==> src/rtl/bars_pkg.sv <==
// shared types, constants and helpers of the bridge converter serial reader
`default_nettype none

package bars_pkg;

    localparam int PIN_W        = 3;
    localparam int CHAN_W       = 2;
    localparam int SAMPLE_W     = 24;
    localparam int TIMEOUT_W    = 16;
    localparam int GAIN_W       = 2;
    localparam int BITCNT_W     = 5;
    localparam int EXTRA_W      = 2;
    localparam int CFG_IDX_W    = 1;
    localparam int CFG_DATA_W   = 16;
    localparam int CHANNELS_DEF = 3;
    localparam int QUEUE_DEPTH  = 2;

    localparam logic [TIMEOUT_W-1:0] TIMEOUT_RESET = 16'd10000;

    typedef enum logic [CFG_IDX_W-1:0] {
        CFG_GAIN    = 1'b0,
        CFG_TIMEOUT = 1'b1
    } cfg_index_t;

    typedef enum logic [1:0] {
        ITEM_TICK  = 2'd0,
        ITEM_START = 2'd1,
        ITEM_BAD   = 2'd2
    } item_kind_t;

    typedef enum logic [2:0] {
        PH_IDLE  = 3'd0,
        PH_WAIT  = 3'd1,
        PH_HIGH  = 3'd2,
        PH_LOW   = 3'd3,
        PH_XHIGH = 3'd4,
        PH_XLOW  = 3'd5
    } phase_t;

    typedef enum logic [GAIN_W-1:0] {
        GAIN_128   = 2'd0,
        GAIN_32    = 2'd1,
        GAIN_64    = 2'd2,
        GAIN_128_B = 2'd3
    } gain_t;

    typedef struct packed {
        item_kind_t          kind;
        logic [CHAN_W-1:0]   channel;
        logic [PIN_W-1:0]    pins;
    } bars_item_t;

    // extra clock pulses after the data bits pick the next gain
    function automatic logic [EXTRA_W-1:0] pulses_for_gain(input logic [GAIN_W-1:0] gain);
        logic [EXTRA_W-1:0] pulses;
        case (gain)
            GAIN_32: pulses = 2'd2;
            GAIN_64: pulses = 2'd3;
            default: pulses = 2'd1;
        endcase
        return pulses;
    endfunction

endpackage

`default_nettype wire

==> src/rtl/bars_req_if.sv <==
// request channel: one tick or start word per handshake
`default_nettype none

interface bars_req_if import bars_pkg::*; ();
    logic                valid;
    logic                ready;
    logic                req_type;
    logic [CHAN_W-1:0]   channel;
    logic [PIN_W-1:0]    data_pins;

    modport source (output valid, output req_type, output channel, output data_pins,
                    input ready);
    modport sink   (input valid, input req_type, input channel, input data_pins,
                    output ready);
endinterface

`default_nettype wire

==> src/rtl/bars_res_if.sv <==
// result channel: one status word per request
`default_nettype none

interface bars_res_if import bars_pkg::*; ();
    logic                       valid;
    logic                       ready;
    logic [PIN_W-1:0]           clock_pins;
    logic                       busy_res;
    logic                       done_res;
    logic                       read_ok;
    logic signed [SAMPLE_W-1:0] sample;
    logic [PIN_W-1:0]           found_mask;

    modport source (output valid, output clock_pins, output busy_res, output done_res,
                    output read_ok, output sample, output found_mask, input ready);
    modport sink   (input valid, input clock_pins, input busy_res, input done_res,
                    input read_ok, input sample, input found_mask, output ready);
endinterface

`default_nettype wire

==> src/rtl/bars_cfg_if.sv <==
// configuration write channel
`default_nettype none

interface bars_cfg_if import bars_pkg::*; ();
    logic                   valid;
    logic                   ready;
    logic [CFG_IDX_W-1:0]   index;
    logic [CFG_DATA_W-1:0]  data;

    modport source (output valid, output index, output data, input ready);
    modport sink   (input valid, input index, input data, output ready);
endinterface

`default_nettype wire

==> src/rtl/bridge_adc_serial_reader_unit.sv <==
// a request word's result passes the queue and then the result register before it is valid
// throughput: one word per cycle unless the queue is full; back end likewise unless result stalls
// a two-word queue parts front and back, and a result register parts the output side
// a read spans about 50 ticks plus the wait for the data line, one tick per half period
// reset (async, active low) clears the sequencer, found flags and queue; gain 128, timeout 10000
`default_nettype none

module bridge_adc_serial_reader_unit import bars_pkg::*; #(
    parameter int CHANNELS = CHANNELS_DEF,
    parameter int DEPTH    = QUEUE_DEPTH
) (
    input  logic        clk,
    input  logic        rst_n,
    bars_req_if.sink    request,
    bars_res_if.source  result,
    bars_cfg_if.sink    cfg
);

    logic        push;
    logic        full;
    logic        pop;
    logic        q_valid;
    bars_item_t  item_in;
    bars_item_t  item_out;

    bars_front #(
        .CHANNELS (CHANNELS)
    ) u_front (
        .request (request),
        .full    (full),
        .push    (push),
        .item    (item_in)
    );

    bars_queue #(
        .DEPTH (DEPTH)
    ) u_queue (
        .clk      (clk),
        .rst_n    (rst_n),
        .push     (push),
        .item_in  (item_in),
        .full     (full),
        .pop      (pop),
        .valid    (q_valid),
        .item_out (item_out)
    );

    bars_back #(
        .CHANNELS (CHANNELS)
    ) u_back (
        .clk     (clk),
        .rst_n   (rst_n),
        .q_valid (q_valid),
        .q_item  (item_out),
        .q_pop   (pop),
        .result  (result),
        .cfg     (cfg)
    );

endmodule

`default_nettype wire

==> src/rtl/bars_front.sv <==
// front end: accepts request words and classifies them for the queue
`default_nettype none

module bars_front import bars_pkg::*; #(
    parameter int CHANNELS = CHANNELS_DEF
) (
    bars_req_if.sink    request,
    input  logic        full,
    output logic        push,
    output bars_item_t  item
);

    always_comb
    begin
        request.ready = !full;
        push          = request.valid && !full;
        item.channel  = request.channel;
        item.pins     = request.data_pins;
        if (!request.req_type)
        begin
            item.kind = ITEM_TICK;
        end
        else if (32'(request.channel) >= CHANNELS)
        begin
            item.kind = ITEM_BAD;
        end
        else
        begin
            item.kind = ITEM_START;
        end
    end

endmodule

`default_nettype wire

==> src/rtl/bars_queue.sv <==
// short queue of classified words between front and back
`default_nettype none

module bars_queue import bars_pkg::*; #(
    parameter int DEPTH = QUEUE_DEPTH
) (
    input  logic        clk,
    input  logic        rst_n,
    input  logic        push,
    input  bars_item_t  item_in,
    output logic        full,
    input  logic        pop,
    output logic        valid,
    output bars_item_t  item_out
);

    localparam int PTR_W = (DEPTH > 1) ? $clog2(DEPTH) : 1;
    localparam int CNT_W = $clog2(DEPTH + 1);

    bars_item_t         slots_reg [DEPTH];
    logic [PTR_W-1:0]   wr_ptr_reg, wr_ptr_next;
    logic [PTR_W-1:0]   rd_ptr_reg, rd_ptr_next;
    logic [CNT_W-1:0]   count_reg, count_next;
    logic               do_push, do_pop;

    assign full     = (count_reg == CNT_W'(DEPTH));
    assign valid    = (count_reg != '0);
    assign item_out = slots_reg[rd_ptr_reg];
    assign do_push  = push && !full;
    assign do_pop   = pop && valid;

    always_comb
    begin
        wr_ptr_next = wr_ptr_reg;
        rd_ptr_next = rd_ptr_reg;
        count_next  = count_reg;
        if (do_push)
        begin
            wr_ptr_next = (wr_ptr_reg == PTR_W'(DEPTH - 1)) ? '0 : wr_ptr_reg + PTR_W'(1);
        end
        if (do_pop)
        begin
            rd_ptr_next = (rd_ptr_reg == PTR_W'(DEPTH - 1)) ? '0 : rd_ptr_reg + PTR_W'(1);
        end
        if (do_push && !do_pop)
        begin
            count_next = count_reg + CNT_W'(1);
        end
        else if (do_pop && !do_push)
        begin
            count_next = count_reg - CNT_W'(1);
        end
    end

    always_ff @(posedge clk or negedge rst_n)
    begin
        if (!rst_n)
        begin
            wr_ptr_reg <= '0;
            rd_ptr_reg <= '0;
            count_reg  <= '0;
        end
        else
        begin
            wr_ptr_reg <= wr_ptr_next;
            rd_ptr_reg <= rd_ptr_next;
            count_reg  <= count_next;
        end
    end

    always_ff @(posedge clk)
    begin
        if (do_push)
        begin
            slots_reg[wr_ptr_reg] <= item_in;
        end
    end

endmodule

`default_nettype wire

==> src/rtl/bars_back.sv <==
// back end: read sequencer, configuration registers and result register
`default_nettype none

module bars_back import bars_pkg::*; #(
    parameter int CHANNELS = CHANNELS_DEF
) (
    input  logic        clk,
    input  logic        rst_n,
    input  logic        q_valid,
    input  bars_item_t  q_item,
    output logic        q_pop,
    bars_res_if.source  result,
    bars_cfg_if.sink    cfg
);

    localparam logic [PIN_W-1:0] CH_MASK = PIN_W'((1 << CHANNELS) - 1);

    logic [GAIN_W-1:0]      gain_reg;
    logic [TIMEOUT_W-1:0]   timeout_reg;

    phase_t                 phase_reg, phase_next;
    logic [BITCNT_W-1:0]    bit_count_reg, bit_count_next;
    logic [EXTRA_W-1:0]     extra_reg, extra_next;
    logic [SAMPLE_W-1:0]    shift_reg, shift_next;
    logic [TIMEOUT_W-1:0]   wait_reg, wait_next;
    logic [CHAN_W-1:0]      chan_reg, chan_next;
    logic [PIN_W-1:0]       found_reg, found_next;

    logic                   out_valid_reg;
    logic [PIN_W-1:0]       clock_pins_reg, clock_pins_next;
    logic                   busy_reg, busy_next;
    logic                   done_reg, done_next;
    logic                   ok_reg, ok_next;
    logic [SAMPLE_W-1:0]    sample_reg, sample_next;
    logic [PIN_W-1:0]       found_out_reg, found_out_next;

    logic                   step;
    logic [PIN_W-1:0]       chan_bit, chan_bit_next;
    logic                   line;
    logic [TIMEOUT_W-1:0]   wait_inc;
    logic [BITCNT_W-1:0]    bit_inc;

    // one word is processed whenever the result register is free or draining
    assign step  = q_valid && (!out_valid_reg || result.ready);
    assign q_pop = step;

    assign chan_bit      = (chan_reg < CHAN_W'(PIN_W)) ? PIN_W'(1) << chan_reg : '0;
    assign chan_bit_next = (chan_next < CHAN_W'(PIN_W)) ? PIN_W'(1) << chan_next : '0;
    assign line          = |(q_item.pins & chan_bit);
    assign wait_inc      = wait_reg + TIMEOUT_W'(1);
    assign bit_inc       = bit_count_reg + BITCNT_W'(1);

    always_comb
    begin
        phase_next     = phase_reg;
        bit_count_next = bit_count_reg;
        extra_next     = extra_reg;
        shift_next     = shift_reg;
        wait_next      = wait_reg;
        chan_next      = chan_reg;
        found_next     = found_reg;
        done_next      = 1'b0;
        ok_next        = 1'b0;
        sample_next    = '0;
        if (q_item.kind != ITEM_TICK)
        begin
            // a start while a read runs is dropped
            if (phase_reg == PH_IDLE)
            begin
                if (q_item.kind == ITEM_BAD)
                begin
                    done_next = 1'b1;
                end
                else
                begin
                    chan_next      = q_item.channel;
                    wait_next      = '0;
                    bit_count_next = '0;
                    extra_next     = '0;
                    shift_next     = '0;
                    phase_next     = PH_WAIT;
                end
            end
        end
        else
        begin
            unique case (phase_reg)
                PH_IDLE:
                begin
                    phase_next = PH_IDLE;
                end
                PH_WAIT:
                begin
                    if (!line)
                    begin
                        phase_next = PH_HIGH;
                    end
                    else
                    begin
                        wait_next = wait_inc;
                        if (wait_inc >= timeout_reg)
                        begin
                            done_next  = 1'b1;
                            found_next = found_reg & ~chan_bit & CH_MASK;
                            phase_next = PH_IDLE;
                        end
                    end
                end
                PH_HIGH:
                begin
                    phase_next = PH_LOW;
                end
                PH_LOW:
                begin
                    shift_next     = {shift_reg[SAMPLE_W-2:0], line};
                    bit_count_next = bit_inc;
                    if (bit_inc < BITCNT_W'(SAMPLE_W))
                    begin
                        phase_next = PH_HIGH;
                    end
                    else
                    begin
                        extra_next = EXTRA_W'(1);
                        phase_next = PH_XHIGH;
                    end
                end
                PH_XHIGH:
                begin
                    phase_next = PH_XLOW;
                end
                PH_XLOW:
                begin
                    if (extra_reg < pulses_for_gain(gain_reg))
                    begin
                        extra_next = extra_reg + EXTRA_W'(1);
                        phase_next = PH_XHIGH;
                    end
                    else
                    begin
                        done_next   = 1'b1;
                        ok_next     = 1'b1;
                        sample_next = shift_reg;
                        found_next  = (found_reg | chan_bit) & CH_MASK;
                        phase_next  = PH_IDLE;
                    end
                end
                default:
                begin
                    phase_next = PH_IDLE;
                end
            endcase
        end
        clock_pins_next = (phase_next == PH_HIGH || phase_next == PH_XHIGH)
                        ? (chan_bit_next & CH_MASK) : '0;
        busy_next       = (phase_next != PH_IDLE);
        found_out_next  = found_next & CH_MASK;
    end

    always_ff @(posedge clk or negedge rst_n)
    begin
        if (!rst_n)
        begin
            phase_reg     <= PH_IDLE;
            bit_count_reg <= '0;
            extra_reg     <= '0;
            shift_reg     <= '0;
            wait_reg      <= '0;
            chan_reg      <= '0;
            found_reg     <= '0;
            out_valid_reg <= 1'b0;
        end
        else
        begin
            if (step)
            begin
                phase_reg     <= phase_next;
                bit_count_reg <= bit_count_next;
                extra_reg     <= extra_next;
                shift_reg     <= shift_next;
                wait_reg      <= wait_next;
                chan_reg      <= chan_next;
                found_reg     <= found_next;
                out_valid_reg <= 1'b1;
            end
            else if (result.ready)
            begin
                out_valid_reg <= 1'b0;
            end
        end
    end

    always_ff @(posedge clk)
    begin
        if (step)
        begin
            clock_pins_reg <= clock_pins_next;
            busy_reg       <= busy_next;
            done_reg       <= done_next;
            ok_reg         <= ok_next;
            sample_reg     <= sample_next;
            found_out_reg  <= found_out_next;
        end
    end

    // configuration registers
    assign cfg.ready = 1'b1;

    always_ff @(posedge clk or negedge rst_n)
    begin
        if (!rst_n)
        begin
            gain_reg    <= GAIN_128;
            timeout_reg <= TIMEOUT_RESET;
        end
        else if (cfg.valid)
        begin
            unique case (cfg.index)
                CFG_GAIN:    gain_reg    <= cfg.data[GAIN_W-1:0];
                CFG_TIMEOUT: timeout_reg <= cfg.data[TIMEOUT_W-1:0];
                default:     gain_reg    <= gain_reg;
            endcase
        end
    end

    assign result.valid      = out_valid_reg;
    assign result.clock_pins = clock_pins_reg;
    assign result.busy_res   = busy_reg;
    assign result.done_res   = done_reg;
    assign result.read_ok    = ok_reg;
    assign result.sample     = sample_reg;
    assign result.found_mask = found_out_reg;

`ifndef NO_ASSERTIONS
    a_ok_from_last_pulse: assert property (@(posedge clk) disable iff (!rst_n)
        (step && ok_next) |-> (phase_reg == PH_XLOW))
        else $error("read finished outside the last extra pulse");

    a_ok_needs_done: assert property (@(posedge clk) disable iff (!rst_n)
        (out_valid_reg && ok_reg) |-> done_reg)
        else $error("read_ok without done");

    a_idle_clock_low: assert property (@(posedge clk) disable iff (!rst_n)
        (out_valid_reg && !busy_reg) |-> (clock_pins_reg == '0))
        else $error("clock driven while idle");

    a_step_fills_result: assert property (@(posedge clk) disable iff (!rst_n)
        step |=> out_valid_reg)
        else $error("processed word produced no result");

    a_bit_count_range: assert property (@(posedge clk) disable iff (!rst_n)
        bit_count_reg <= BITCNT_W'(SAMPLE_W))
        else $error("bit count beyond word length");
`endif

endmodule

`default_nettype wire

==> src/flat_wrapper.sv <==
// flat-port wrapper written by rule: the top's interface ports become plain ports
module bridge_adc_serial_reader_unit_flat import bars_pkg::*;
#(
    parameter int CHANNELS = CHANNELS_DEF,
    parameter int DEPTH    = QUEUE_DEPTH
)
  (clk, rst_n, request_valid, request_req_type, request_channel, request_data_pins, request_ready, result_valid, result_clock_pins, result_busy_res, result_done_res, result_read_ok, result_sample, result_found_mask, result_ready, cfg_valid, cfg_index, cfg_data, cfg_ready);
  bars_req_if request_i ();
  bars_res_if result_i ();
  bars_cfg_if cfg_i ();
  input  logic clk;
  input  logic rst_n;
  input wire logic [$bits(request_i.valid)-1:0] request_valid;
  input wire logic [$bits(request_i.req_type)-1:0] request_req_type;
  input wire logic [$bits(request_i.channel)-1:0] request_channel;
  input wire logic [$bits(request_i.data_pins)-1:0] request_data_pins;
  output wire logic [$bits(request_i.ready)-1:0] request_ready;
  output wire logic [$bits(result_i.valid)-1:0] result_valid;
  output wire logic [$bits(result_i.clock_pins)-1:0] result_clock_pins;
  output wire logic [$bits(result_i.busy_res)-1:0] result_busy_res;
  output wire logic [$bits(result_i.done_res)-1:0] result_done_res;
  output wire logic [$bits(result_i.read_ok)-1:0] result_read_ok;
  output wire logic [$bits(result_i.sample)-1:0] result_sample;
  output wire logic [$bits(result_i.found_mask)-1:0] result_found_mask;
  input wire logic [$bits(result_i.ready)-1:0] result_ready;
  input wire logic [$bits(cfg_i.valid)-1:0] cfg_valid;
  input wire logic [$bits(cfg_i.index)-1:0] cfg_index;
  input wire logic [$bits(cfg_i.data)-1:0] cfg_data;
  output wire logic [$bits(cfg_i.ready)-1:0] cfg_ready;
  assign request_i.valid = request_valid;
  assign request_i.req_type = request_req_type;
  assign request_i.channel = request_channel;
  assign request_i.data_pins = request_data_pins;
  assign request_ready = request_i.ready;
  assign result_valid = result_i.valid;
  assign result_clock_pins = result_i.clock_pins;
  assign result_busy_res = result_i.busy_res;
  assign result_done_res = result_i.done_res;
  assign result_read_ok = result_i.read_ok;
  assign result_sample = result_i.sample;
  assign result_found_mask = result_i.found_mask;
  assign result_i.ready = result_ready;
  assign cfg_i.valid = cfg_valid;
  assign cfg_i.index = cfg_index;
  assign cfg_i.data = cfg_data;
  assign cfg_ready = cfg_i.ready;
  bridge_adc_serial_reader_unit #(.CHANNELS(CHANNELS), .DEPTH(DEPTH)) u_core (.clk(clk), .rst_n(rst_n), .request(request_i), .result(result_i), .cfg(cfg_i));
endmodule
==> config.mk <==
export PLATFORM = sky130hd
export DESIGN_NAME = bridge_adc_serial_reader_unit_flat
export DESIGN_NICKNAME = d
export VERILOG_FILES = /design/src/rtl/bars_pkg.sv /design/src/rtl/bars_req_if.sv /design/src/rtl/bars_res_if.sv /design/src/rtl/bars_cfg_if.sv /design/src/rtl/bridge_adc_serial_reader_unit.sv /design/src/rtl/bars_front.sv /design/src/rtl/bars_queue.sv /design/src/rtl/bars_back.sv /design/src/flat_wrapper.sv
export SDC_FILE = /design/constraint.sdc
export NUM_CORES = 1
export LEC_CHECK = 0
export ABC_AREA = 1
export BUFFER_PORTS_ARGS = -buffer_cell sky130_fd_sc_hd__buf_4
export CAP_MARGIN = 20
export CORE_UTILIZATION = 53
export DETAILED_ROUTE_END_ITERATION = 8
export HOLD_SLACK_MARGIN = 0.02
export PLACE_DENSITY = 0.78
export SLEW_MARGIN = 40
export SYNTH_ARGS = -nofsm -noshare
export SYNTH_HDL_FRONTEND = slang
export SYNTH_SLANG_ARGS = --single-unit
==> constraint.sdc <==
create_clock -name clk -period 2.7 [get_ports clk]
set_input_delay 0.135 -clock clk [delete_from_list [all_inputs] [get_ports clk]]
set_output_delay 0.135 -clock clk [all_outputs]
set_load 0.01 [all_outputs]
======== After elaboration in Yosys (flattened, before gate mapping) ========
Memories as Yosys holds them, arrays and structs flattened.
Index checks and enable logic that the tools add are counted.
word-level totals
  memories ................................ 1
  memory bits (writable) .................. 14
  input bits .............................. 28
  register bits after elaboration ......... 111
cells by class
  shifts and indexed selects .............. 2
  magnitude comparators ................... 6
  equal/unequal tests ..................... 15
  mux-type cells .......................... 56
  $add $sub $neg .......................... 7
  reductions and logical operators ........ 31
  bitwise gates (word level) .............. 6
memory list
  memory                    depth  bits a word  rd ports  clocked after memory_dff  wr ports  line              source
  u_core.u_queue.slots_reg  2      7            1         0                         1         bars_queue.sv:20  bars_item_t slots_reg [DEPTH];
operators with widths
  cell                                                  number
  2-to-1 mux 24 bit                                     4
  2-to-1 mux 16 bit                                     5
  2-to-1 mux 3 bit                                      12
  2-to-1 mux 2 bit                                      14
  2-to-1 mux 5 bit                                      4
  adder 16 x 1 -> 16 bit (second input constant)        1
  >= comparator 16 bit                                  1
  case mux 3 bit (5 select lines)                       1
  nonzero test 2 bit                                    7
  2-to-1 mux 1 bit                                      12
  equality test 3 x 2 -> 1 bit (second input constant)  3
  equality test 3 bit (second input constant)           3
  case mux 2 bit (2 select lines)                       2
  bitwise AND 3 bit                                     2
  equality test 2 bit (second input constant)           3
  logical AND 1 bit                                     6
  != test 3 bit (second input constant)                 2
  case mux 3 bit (2 select lines)                       1
  AND reduction 2 bit                                   3
  AND reduction 6 bit                                   1
  nonzero test 3 bit                                    2
  OR reduction 3 bit                                    2
  left shift 1 x 2 -> 3 bit (first input constant)      2
  adder 5 x 1 -> 5 bit (second input constant)          1
  21 further kinds                                      29

======== Depth between registers and ports, before layout ========
  word-level depth ........................ 11
  gate-level depth with buffers ........... 23

======== Cells and area by module ========
A second synthesis with hierarchy kept.
second synthesis, totals
  cells, all modules ...................... 661
  area, all modules ....................... 6303.5 um^2
modules (own cells, without submodules)
  module      cells an instance  times used  seq. area each (um^2)  area each (um^2)
  bars_back   581                1           2849.0                 5491.5
  bars_queue  68                 1           520.5                  747.0
  bars_front  12                 1           0.0                    65.1

======== Worst setup path after synthesis ========
Ideal clock, no wire load.
  kind .................................... register to register
  start ................................... register u_core.u_back.out_valid_reg (netlist: u_core.u_back.result.valid)
  end ..................................... register u_core.u_queue.count_reg[1]
  path buffers ............................ 1
  path slack .............................. -147 ps
  clock period less this slack ............ 2847 ps
  stages on the path, launching flop included .. 10
  arrival time ............................ 2716 ps
  data required time ...................... 2569 ps
  setup time .............................. 131 ps
  path through ............................ dfrtp_1 > inv_1 > nor2_1 > a21oi_2 > inv_1 > clkbuf_1 > ha_1 > a21oi_1 > o21ai_0 > xor2_1
on the way
  longest elaborated chain between the ends .. 7
  elaborated cells between the ends (all ways) .. 9
  those cells by class .................... mux (1); reduce/logical (8)
RTL lines
  element                                                        line                                 source
  from (decl)                                                    bars_back.sv:29                      logic out_valid_reg;
  from (signal assigned)                                         bars_back.sv:170                     out_valid_reg <= 1'b0;
  from (signal assigned)                                         bars_back.sv:183                     out_valid_reg <= 1'b1;
  from (signal assigned)                                         bars_back.sv:187                     out_valid_reg <= 1'b0;
  logical NOT 1 bit (*)                                          bars_back.sv:44                      assign step = q_valid && (!out_valid_reg || result.ready);
  logical OR 1 bit (*)                                           bars_back.sv:44
  logical AND 1 bit (*)                                          bars_back.sv:44
  net u_core.pop                                                 bridge_adc_serial_reader_unit.sv:21  logic pop;
  logical AND 1 bit (*)                                          bars_queue.sv:30                     assign do_pop = pop && valid;
  logical NOT 1 bit                                              bars_queue.sv:45                     if (do_push && !do_pop)
  logical AND 1 bit                                              bars_queue.sv:45
  2-to-1 mux 2 bit / nonzero test 2 bit (equally long branches)  --
  to (signal assigned)                                           bars_queue.sv:67                     count_reg <= count_next;
  to (decl)                                                      bars_queue.sv:23                     logic [CNT_W-1:0] count_reg, count_next;
Mark *: on every way through the listed nets, which the timed path passes. The rest lies on a longest branch.
A chain may end at the register's enable or synchronous reset.

======== Worst setup path in the final report ========
  start ................................... register u_core.u_back.wait_reg[6]
  end ..................................... register u_core.u_back.clock_pins_reg[1] (netlist: u_core.u_back.result.clock_pins[1]), data pin
on the way
  longest elaborated chain between the ends .. 9
  elaborated cells between the ends (all ways) .. 10
  those cells by class .................... add/sub (1); order compare (1); eq/ne (2); mux (4); reduce/logical (2)
RTL lines
  element                                                                     line              source
  from (decl)                                                                 bars_back.sv:25   logic [TIMEOUT_W-1:0] wait_reg, wait_next;
  from (signal assigned)                                                      bars_back.sv:180  wait_reg <= wait_next;
  adder 16 x 1 -> 16 bit (*)                                                  bars_back.sv:50   assign wait_inc = wait_reg + TIMEOUT_W'(1);
  >= comparator 16 bit (*)                                                    bars_back.sv:101  if (wait_inc >= timeout_reg)
  2-to-1 mux 3 bit (*)                                                        bars_back.sv:101
  2-to-1 mux 3 bit (*)                                                        bars_back.sv:94   if (!line)
  case mux 3 bit (5 select lines) (*)                                         bars_back.sv:87   unique case (phase_reg)
  2-to-1 mux 3 bit (*)                                                        bars_back.sv:65   if (q_item.kind != ITEM_TICK)
  equality test 3 x 2 -> 1 bit / equality test 3 bit (equally long branches)  bars_back.sv:153  clock_pins_next = (phase_next == PH_HIGH || phase_next == PH_XHIGH)
  logical OR 1 bit (*)                                                        bars_back.sv:153
  AND reduction 2 bit (no source line) (*)                                    --
  to (signal assigned)                                                        bars_back.sv:196  clock_pins_reg <= clock_pins_next;
  to (decl)                                                                   bars_back.sv:30   logic [PIN_W-1:0] clock_pins_reg, clock_pins_next;
Every way passes the cells marked *; elsewhere a longest branch is shown, timed or not.

==> impl_results.md <==
- Drt total wl: between 10000 and 15000 um
- Global Route Usage Sum: 0.234
- CTS Buf Count: 17
- Root Buffer: clkbuf_16
- Area occupied by registers: between 3000 and 4000 sq um
- Post-DR wirelength/cell: between 10 and 15 um
- Critical Path Stages: 15
- Final Total Pwr: between 8 and 9 mW
- Worst Path Required: roughly 2.9 ns
- Peak supply drop: between 600 and 700 uV
- Routed vias: ~4800
- Kind of end point of the critical path: register
- Clk pin slew, worst setup/hold paths: 0.06 ns
- Chip Height: 109 um
- Core area: around 11000 sq um
- Worst Reg-to-Reg Cells: 15
- Synthesized area: 6060 sq um
- Post-Syn Instances: between 600 and 700
- Final worst slack: -0.181 ns
- Area of the multi-input gates: between 2000 and 2500 sq um
- Die area: between 10000 and 15000 sq um
- Cell taking the most area after synthesis: dfrtp_1
- Final core occ: 0.713
- Initial antenna violation count: 0
- Crit-path max cell delay: between 0.3 and 0.4 ns
- Gpl congestion: around 0.86
- Cells along the critical path: inv_2 > nor4_4 > nand2_2 > o21ai_0 > nand2_2 > inv_1 > ha_1 > a21oi_2 > o21ai_1 > a21oi_2 > nand3_2 > nand2_2 > a21oi_4 > nand3_2 > nor2_2
- Layout cell share with drive strength beyond 1: 0.274
- Kind of critical path: register to register
- Final setup fails: 11
- Worst-Skew Late Latency: about 0.42 ns
- Failing checks: setup timing
- Clock Sinks: 125
- Worst-margin pin slew: just over 0.7 ns
- Clock tree buffer depth: 2
- CP bufs+invs: 2
- Pleak: 3.74 nW
- Slowest stage cell, crit path: dfrtp_1
- DRC errors left: 0
- Io pins: 64
- Syn Nets: a little under 700
- Slew HR: 0.516
- Crit path DAT: approximately 3 ns
- Seq/Total Area, Yosys: 0.556
- Largest delay contributor family on the critical path: simple AND/OR/NAND/NOR gates
- CTS H-tree depth: 4
- Nets: 796
- Initial DRC Count: between 300 and 400
- First-pass GRT wire length: between 20000 and 25000 um
- Syn_area_per_cell: just under 10 sq um
- Post-synth top area share: 0.301
- Layout Skew: 0.00822 ns
- Hold slack: approximately 0.057 ns
- CTS tree: built
- Fill cells: ~760
- RSZ-0062 raised after global routing: yes
- Tmin final: 2.88 ns
- Final HPWL DP: roughly 8000 um
- First drt pass iteration count: 5
- Outcome: finished with violations
- Area grow syn2layout: 29.1%
- Row cnt: 38
- Vias per cell: roughly 5.3
- Dpl ws: -0.191 ns
- Top post-synthesis cells by count: nand2_1, inv_1, nor2_1
- Synth Register Bits: roughly 130
- Post-synth EDFFs: 47
- Final Max Tran Viols: 0
- I/O Buffers: between 60 and 70
- Unique masters post-synth: 37
- Diode count: 0
- Final Cycle Share: 1.07
- Syn. warnings: 0
- ANT nets after route: 0
- Power per cell area: between 1000 and 1500 nW/um^2
- Sum Neg Setup Slack: -1.27 ns
- Main flop type after synthesis: dfrtp_1
- Largest cells by area after synthesis: dfrtp_1, edfxtp_1, nand2_1, inv_1, o22ai_2
- Setup crit start kind: register
- Max Fclk: 347 MHz
- Max cap viols: 0
- Most common cell in the synthesized netlist: nand2_1
- Vias in the first global route: between 4000 and 5000
- Die Span X: around 110 um
- Cells on Worst Hold Path: 4
- Crit path max fanout: 5
- Asr flop ratio synth: 0.624
- Global route overflow: 0
- Worst min path class: primary input to register
- Most frequent CP cell: nand2_2
- Final Hold Vio Count: 0
- Largest net degree at the start of global routing: around 80
- Initial Util: 0.552
-- layer usage --
metal  GRT usage  share of wire
met5           0              0
met1       0.282           0.42
met2       0.395           0.51
met3      0.0520          0.044
met4       0.113          0.028
-- worst paths after layout --
kind	start	to	slack [ns]
setup / recovery	u_core.u_back.wait_reg[6]	u_core.u_back.result.clock_pins[1]	-0.18
hold / removal	cfg_index	u_core.u_back.gain_reg[1]	0.06
setup reg to reg	u_core.u_back.wait_reg[6]	u_core.u_back.result.clock_pins[1]	-0.18
hold reg to reg	u_core.u_queue.count_reg[0]	u_core.u_queue.count_reg[0]	0.47
max in group asynchronous	rst_n	u_core.u_back.shift_reg[1]	1.87
min in group asynchronous	rst_n	u_core.u_back.timeout_reg[5]	0.31
-- stage by stage --
| stage | std cells | area, sq um |
|---|---|---|
| 2_1_floorplan | 627 | 6070 |
| 3_3_place_gp | 835 | 6760 |
| 3_5_place_dp | 835 | 6770 |
| 4_1_cts | 896 | 7720 |
| 5_1_grt | 900 | 7830 |
| 6_report | 900 | 7830 |
-- area by class of cell --
cell class                 count  share of cell area
sequential                   125               0.430
multi-input combinational    377               0.297
timing repair buffer         118               0.121
clock buffer                  19              0.0566
inverter                     108              0.0524
tap                          140              0.0224
clock inverter                13              0.0193
-- layout by cell type (no fill, tap or decap), drive strengths merged --
cell type    Yosys  layout
nand2          120     120
a22oi            1       1
bufinv           0       2
nand4            6       6
nor3             5       5
edfxtp          47      47
nor2            77      77
o21ai           41      41
xor2            17      17
mux2i            1       1
a21oi           26      26
dlygate4sd3      0      23
nor4             3       3
or2              1       1
a31o             1       1
dfrtp           73      73
o22ai           30      30
nand3           23      23
ha              21      21
clkinv           0       3
clkbuf           6      19
o211ai           1       1
nand3b           1       1
conb             1       1
dfstp            5       5
buf             11      95
xnor2            1       1
inv            108     116
-- cells by family after synthesis --
kind of cell               count (synthesis)  share of synthesized area
AOI/OAI and AO/OA                        100                      0.124
xor gates and xnor gates                  18                     0.0260
adders and majority gates                 21                     0.0434
buffers and inverters                    125                     0.0877
DFF                                      125                      0.556
muxes                                      1                    0.00227
other                                      1                   0.000619
and+or+nand+nor                          236                      0.160
-- worst register-to-register path, delay by kind of cell (launching register included) --
family / cells / cell delay [ns]
buffers and inverters: 2 / 0.16
and+or+nand+nor: 7 / 0.97
adders and majority gates: 1 / 0.25
DFF: 1 / 0.36
AOI/OAI and AO/OA: 5 / 0.87
-- repair_timing --
item                                   CTS  global route
resized for setup                       20            24
endpoints found under the hold margin  102             0
setup endpoints to repair               12            12
pin swaps                               22            18
buffers inserted                         6             4
hold buffers                            23             0
-- report_power, final --
group          leakage, nW  total, mW  internal, mW  switching (mW)
clock                0.296       2.30          1.41           0.893
combinational         1.96       2.95          1.11            1.85
sequential            1.48       2.97          2.66           0.308
total                 3.74       8.22          5.18            3.05
Note: power is estimated with default switching activity, not from simulation.
